## src/rtl/csf_pkg.sv

```systemverilog
// ----------------------------------------------------------------------------
// csf_pkg - conservative smoothing filter shared definitions
// Window geometry, field widths, register codes, word types and helpers.
// ----------------------------------------------------------------------------
package csf_pkg;

  localparam int unsigned WINDOW_SIZE = 3;
  localparam int unsigned MAX_WIDTH   = 2048;
  localparam int unsigned HALF        = WINDOW_SIZE / 2;

  localparam int unsigned CHAN_W      = 8;
  localparam int unsigned NUM_CHAN    = 3;
  localparam int unsigned CFG_W       = 12;
  localparam int unsigned CFG_IDX_W   = 1;
  localparam int unsigned MIN_SIZE    = 3;
  localparam int unsigned RESET_WIDTH  = 640;
  localparam int unsigned RESET_HEIGHT = 480;

  localparam int unsigned COL_W  = $clog2(MAX_WIDTH);
  localparam int unsigned ROW_W  = CFG_W;
  localparam int unsigned BANK_W = $clog2(WINDOW_SIZE);
  localparam int unsigned EXT_W  = (COL_W + 1 > CFG_W) ? COL_W + 1 : CFG_W;
  localparam int unsigned DLY_W  = $clog2(HALF * (1 << CFG_W) + 1);

  localparam logic [CFG_IDX_W-1:0] CFG_WIDTH  = 1'd0;
  localparam logic [CFG_IDX_W-1:0] CFG_HEIGHT = 1'd1;

  localparam logic REQ_PIXEL = 1'b0;
  localparam logic REQ_PAD   = 1'b1;

  typedef logic [NUM_CHAN-1:0][CHAN_W-1:0] pixel_t;
  typedef pixel_t [WINDOW_SIZE-1:0]        column_t;
  typedef column_t [WINDOW_SIZE-1:0]       window_t;

  typedef struct packed {
    logic              we;
    logic [BANK_W-1:0] wbank;
    logic [COL_W-1:0]  waddr;
    logic              re;
    logic [COL_W-1:0]  raddr;
  } ls_req_t;

  // bank of the line d rows above a line held in bank b
  function automatic logic [BANK_W-1:0] bank_back(input logic [BANK_W-1:0] b,
                                                  input int unsigned d);
    int unsigned t;
    t = 32'(b) + WINDOW_SIZE - d;
    if (t >= WINDOW_SIZE) t = t - WINDOW_SIZE;
    return BANK_W'(t);
  endfunction

endpackage

```

## src/rtl/csf_clamp.sv

```systemverilog
// ----------------------------------------------------------------------------
// csf_clamp - neighbour clamp
// Clamps the window centre of each channel to the minimum and maximum of
// its neighbours, centre excluded.
// ----------------------------------------------------------------------------
module csf_clamp (
  input  csf_pkg::window_t win_i,
  output csf_pkg::pixel_t  pix_o
);

  logic [csf_pkg::NUM_CHAN-1:0][csf_pkg::WINDOW_SIZE-1:0][csf_pkg::CHAN_W-1:0] col_lo;
  logic [csf_pkg::NUM_CHAN-1:0][csf_pkg::WINDOW_SIZE-1:0][csf_pkg::CHAN_W-1:0] col_hi;
  logic [csf_pkg::NUM_CHAN-1:0][csf_pkg::CHAN_W-1:0] lo;
  logic [csf_pkg::NUM_CHAN-1:0][csf_pkg::CHAN_W-1:0] hi;

  // per column extremes
  always_comb begin
    for (int c = 0; c < csf_pkg::NUM_CHAN; c++) begin
      for (int j = 0; j < csf_pkg::WINDOW_SIZE; j++) begin
        col_lo[c][j] = '1;
        col_hi[c][j] = '0;
        for (int i = 0; i < csf_pkg::WINDOW_SIZE; i++) begin
          if (!((j == csf_pkg::HALF) && (i == csf_pkg::HALF))) begin
            if (win_i[j][i][c] < col_lo[c][j]) col_lo[c][j] = win_i[j][i][c];
            if (win_i[j][i][c] > col_hi[c][j]) col_hi[c][j] = win_i[j][i][c];
          end
        end
      end
    end
  end

  // across columns, then clamp
  always_comb begin
    for (int c = 0; c < csf_pkg::NUM_CHAN; c++) begin
      lo[c] = '1;
      hi[c] = '0;
      for (int j = 0; j < csf_pkg::WINDOW_SIZE; j++) begin
        if (col_lo[c][j] < lo[c]) lo[c] = col_lo[c][j];
        if (col_hi[c][j] > hi[c]) hi[c] = col_hi[c][j];
      end
      if (win_i[csf_pkg::HALF][csf_pkg::HALF][c] < lo[c]) begin
        pix_o[c] = lo[c];
      end else if (win_i[csf_pkg::HALF][csf_pkg::HALF][c] > hi[c]) begin
        pix_o[c] = hi[c];
      end else begin
        pix_o[c] = win_i[csf_pkg::HALF][csf_pkg::HALF][c];
      end
    end
  end

endmodule

```

## config.mk

```make
export PLATFORM = sky130hd
export DESIGN_NAME = csf_clamp
export DESIGN_NICKNAME = d
export VERILOG_FILES = /design/src/rtl/csf_pkg.sv /design/src/rtl/csf_clamp.sv
export SDC_FILE = /design/constraint.sdc
export NUM_CORES = 1
export LEC_CHECK = 0
export ABC_AREA = 1
export BUFFER_PORTS_ARGS = -buffer_cell sky130_fd_sc_hd__buf_2
export CORE_MARGIN = 4
export CORE_UTILIZATION = 45
export DETAILED_ROUTE_END_ITERATION = 10
export GPL_TIMING_DRIVEN = 0
export PLACE_DENSITY = 0.7
export SYNTH_ARGS = -nofsm -noshare
export SYNTH_HDL_FRONTEND = slang
export SYNTH_SLANG_ARGS = --single-unit
```

## constraint.sdc

```tcl
create_clock -name vclk -period 15.4
set_input_delay 0.77 -clock vclk [all_inputs]
set_output_delay 0.77 -clock vclk [all_outputs]
set_load 0.05 [all_outputs]
```

==> impl_metrics.ini, run 1 <==
[placement]
placed_area_um2 = 13800
place.gp.congestion = 0.983
io_buffers = 240
hpwl_mm = 32.9
dp_slack_ns = 5.15

[floorplanning]
die-height_um = 173
dieArea_um2 = 29800
ios = 240
coreArea_um2 = 26400
row_count = 59
initial_core_util = 0.463
die_width_um = 173

[power_and_ir_drop]
cellPowerDensity_nw_per_um2 = 141
p_clk_frac = 0
switching_power_mw = 1.35
p_leak_nw = 7.84
peakVddDrop_mv = 0.325
power.total_mw = 1.95
comb_power_share = 1.000
internal-power_mw = 0.594
power_frac_seq = 0
p_sw_frac = 0.695

[timing]
fin_ws_ns = 4.99
max_slew_margin = 0.495
rsz0062_at_grt = false
final_hold_viol_count = 0
worst_pin_slew_ns = 0.756
finalCritPeriodShare = 0.676
fin_crit_ns = 10.41
slew_viol_final = 0
timing.setup.tns_ns = 0
fmax_mhz = 96.1
setup-violations-final = 0

[synth]
synth_top_cell_by_area = ha_1
synth_top_area_frac = 0.361
synth_cell_types = 32
seq_area_frac_synth = 0
ys_top_cells_by_area = ha_1 (36%), nand2_1 (19%), o21ai_0 (15%)
syn_nets = 2669
netlist_instances = 2101
netlist_area_um2 = 12200
ys.warnings.count = 0
syn-mean-instance-area_um2 = 5.80

[clock_tree]
holdBufCountCts = 0
cts_resized = 0
cts_setup_buffers = 0

[detailed_routing]
drc_errors = 0
ant_nets = 0
vias_per_cell = 5.40
num_vias = 14500
drtIter0Drc = 743
post_drt_wl_per_cell_um = 13.6
dr.pass1.iters = 6
postRouteWirelength_mm = 36.5

[setup_path]
startpoint_type = input port
cpMostUsedCell = nand2_1
critPathSlowestCell = o32ai_1
critPathKind = input port to output pin
critPathRequiredTime_ns = 14.63
worstSetupEndpointType = output pin
path_max_fanout = 10
arrival_ns = 9.64
cpPeakStageDelay_ns = 0.65

[global_route]
grt-ovfl-total = 0
grt_usage = 0.228
grt_pass1_wl_mm = 60.4
antenna_found_initial = 12
grt_pass1_vias = 13500
grt_max_degree = 11

[hold_path]
hp-start = win_i[115]
min_path_type = input port to output pin
holdPathStages = 6
hold_path_end = pix_o[19]

[status]
status = finished, final reports clean

[flow_run]
drv_cap = 0

[final_layout]
layout.nets = 2911
design_area_um2 = 13800
areaGrowthSynthToFinish_pct = 13.4
register_area_um2 = 0
post-route-util = 0.525
nClkBuffers = 0
drive_gt1_frac = 0.125
n_sequential_cell = 0
-- cells in the mapped netlist (2+ instances only) --
master / instances
nand3b_1: 2
nand4_1: 18
a211oi_1: 17
o21ai_0: 354
nor2_1: 84
o211ai_2: 2
clkbuf_1: 44
nand2_2: 29
o32ai_1: 2
nand2_4: 9
o211ai_1: 22
o221ai_1: 4
buf_2: 4
inv_1: 262
a21oi_1: 165
nand3_1: 68
a211oi_2: 3
buf_1: 3
o21a_1: 3
and2_1: 3
inv_2: 4
o21ai_1: 21
nand2_1: 618
ha_1: 352
-- power by group through the flow --
stage	combinational, mW	clock (mW)	sequential, mW
floorplan	1.48	0	0
global placement	1.88	0	0
detailed placement	1.94	0	0
CTS	1.95	0	0
global route	2.20	0.0000000348	0
finish	1.95	0.0000000609	0
-- cell type report --
cell class	count	area (µm²)
antenna	7	17.5
buffer	51	196
fill	2746	12500
inverter	267	1000
multi-input combinational	1783	11000
tap	335	419
timing repair buffer	240	1200
-- worst max-delay path by stage --
stage / from / end / slack [ns] / depth (start not counted)
after CTS: win_i[23] / pix_o[22] / 5.12 / 45
after global placement: win_i[23] / pix_o[22] / 5.34 / 45
final: win_i[23] / pix_o[22] / 4.99 / 45
after detailed placement: win_i[23] / pix_o[22] / 5.15 / 45
after floorplan: win_i[23] / pix_o[22] / 6.73 / 43
after global routing: win_i[23] / pix_o[16] / 3.93 / 45
-- critical path, delay by kind of cell --
kind	cells	cell delay, ns
compound gates	16	3.84
buf+inv	9	2.27
simple gates	15	1.18
fa+ha+maj	5	1.58
-- metal layers --
metal | share of wire | vias up | routed length, µm | GRT usage
met3 | 0.054 | 42 | 1980 | 0.0277
met2 | 0.47 | 317 | 17100 | 0.413
met4 | 0.010 | 14 | 382 | 0.0259
li1 | - | 7638 | - | -
met1 | 0.46 | 6483 | 16900 | 0.299
met5 | 0.0028 | - | 102 | 0
-- metrics by stage --
step,hold WS (ns),cells
after floorplan,1.98,2101
after global placement,2.09,2676
after detailed placement,2.10,2676
after CTS,2.10,2676
after global routing,2.13,2680
final,2.10,2683
-- cells by family after synthesis --
kind of cell,share of synthesized area
AND/OR/NAND/NOR,0.282
AO/OA/AOI/OAI,0.259
adder cells (fa/ha/maj),0.361
buffers and inverters,0.0983
-- layout by cell type (no fill, tap or decap), types with 21 or more instances in the layout --
cell / n
inv_1: 262
o21ai_1: 21
nand2_1: 618
nand2_2: 29
o211ai_1: 22
buf_2: 244
clkbuf_1: 44
nand3_1: 68
ha_1: 352
nor2_1: 84
a21oi_1: 165
o21ai_0: 354
No activity file was read; power rests on OpenSTA's default activity.
==> inputs of run 2 (changes only) <==
- clock period: 15.4 -> 9.6 ns (I/O delays scaled with it)
==> impl_metrics.ini, run 2 (synthesized netlist as in run 1, its figures left out) <==
[power_and_ir_drop]
internal-power_mw = 0.969
p_sw_frac = 0.693
power_frac_seq = 0
switching_power_mw = 2.18
cellPowerDensity_nw_per_um2 = 227
p_clk_frac = 0
peakVddDrop_mv = 0.521
comb_power_share = 1.000
p_leak_nw = 7.89

[timing]
slew_viol_final = 0
holdWs_ns = 1.52
setup-violations-final = 0
fin_crit_ns = 8.83
max_slew_margin = 0.496
worst_pin_slew_ns = 0.755
fmax_mhz = 113
final_hold_viol_count = 0
finalCritPeriodShare = 0.920

[placement]
place.gp.congestion = 0.983
io_buffers = 240
hpwl_mm = 32.9
placed_area_um2 = 13800

[setup_path]
crit_start = win_i[7]
arrival_ns = 8.35
worstSetupEndpointType = output pin
critPathRequiredTime_ns = 9.12
critPathSlowestCell = o21ai_1
worstSetupEndpoint = pix_o[6]
path_max_fanout = 10
crit_cells = 47
crit_buf_inv = 8
startpoint_type = input port
cpPeakStageDelay_ns = 0.44
critPathKind = input port to output pin
cpLargestDelayFamily = compound AO/OA/AOI/OAI gates
cpMostUsedCell = nand2_1

[final_layout]
nClkBuffers = 0
layout.nets = 2911
layout_commonest_cell = nand2_1
drive_gt1_frac = 0.135
design_area_um2 = 13900
mostFrequentLayoutCells = nand2_1 (618), o21ai_0 (354), ha_1 (352), inv_1 (262), buf_2 (246)
areaGrowthSynthToFinish_pct = 13.9
register_area_um2 = 0
n_sequential_cell = 0

[detailed_routing]
num_vias = 14500
drtIter0Drc = 719
dr.pass1.iters = 7
drc_errors = 0
vias_per_cell = 5.40
ant_nets = 0
post_drt_wl_per_cell_um = 13.6
postRouteWirelength_mm = 36.6

[global_route]
grt_pass1_wl_mm = 60.4
grt_usage = 0.228
antenna_found_initial = 12
grt_max_degree = 11
grt_pass1_vias = 13500
grt-ovfl-total = 0

[status]
status = finished, final reports clean

[hold_path]
hp-start = win_i[115]
min_path_type = input port to output pin

[floorplanning]
initial_core_util = 0.463
die-height_um = 173
die_width_um = 173
coreArea_um2 = 26400
dieArea_um2 = 29800
ios = 240
row_count = 59

[flow_run]
drv_cap = 0
## run 2: cell types whose count changed in the layout (fill, tap and decap cells not counted), sizes merged
cell    change
buf         +2
clkbuf      -2
## run 2: worst min path at each step
| stage | to | slack (ns) | cells after the start |
|---|---|---|---|
| after global placement | pix_o[2] | 1.51 | 6 |
| after detailed placement | pix_o[21] | 1.52 | 6 |
| after floorplan | pix_o[10] | 1.40 | 4 |
| after CTS | pix_o[21] | 1.52 | 6 |
| final | pix_o[19] | 1.52 | 6 |
| after global routing | pix_o[2] | 1.55 | 6 |
## run 2: worst min-delay path: stages
cell	delay (ns)
buf_2	0.12
nor2_1	0.09
a21oi_1	0.05
nand2_1	0.06
nand2_1	0.04
buf_2	0.20
## run 2: final cells by class
class / count / area (µm²)
fillers: 2739 / 12500
multi-input cells: 1783 / 11000
repair buffers: 240 / 1200
inverters: 267 / 1000
well taps: 335 / 419
plain buffers: 51 / 215
diodes: 7 / 17.5
## run 2: what timing repair did
item	4_1_cts	5_1_grt
buffers inserted	0	0
hold endpoints to repair	0	0
gates resized for setup	1	38
hold buffers	0	0
gates cloned	0	0
setup endpoints to repair	3	24
## run 2: stage by stage
step	worst slack (ns)	total power, mW	util	instances	TNS, ns
after CTS	0.0561	3.12	0.525	2676	0
after floorplan	1.51	2.37	-	2101	0
after detailed placement	-0.0685	3.11	0.524	2676	-0.132
after global routing	-0.0297	3.56	0.527	2680	-0.0444
final	0.766	3.15	0.527	2683	0
after global placement	0.116	3.02	0.524	2676	0
## run 2: power groups by stage
| stage | clock network [mW] | registers [mW] | logic (mW) |
|---|---|---|---|
| CTS | 0 | 0 | 3.12 |
| global placement | 0 | 0 | 3.02 |
| finish | 0.0000000976 | 0 | 3.15 |
| floorplan | 0 | 0 | 2.37 |
| detailed placement | 0 | 0 | 3.11 |
| global route | 0.0000000558 | 0 | 3.56 |
## run 2: metal layers
layer  vias to the layer above  wire length, µm  global-route usage
met2                       289            17200               0.413
met4                        14              395              0.0259
met3                        43             1870              0.0277
met5                         -              102                   0
li1                       7639                -                   -
met1                      6496            17000               0.299
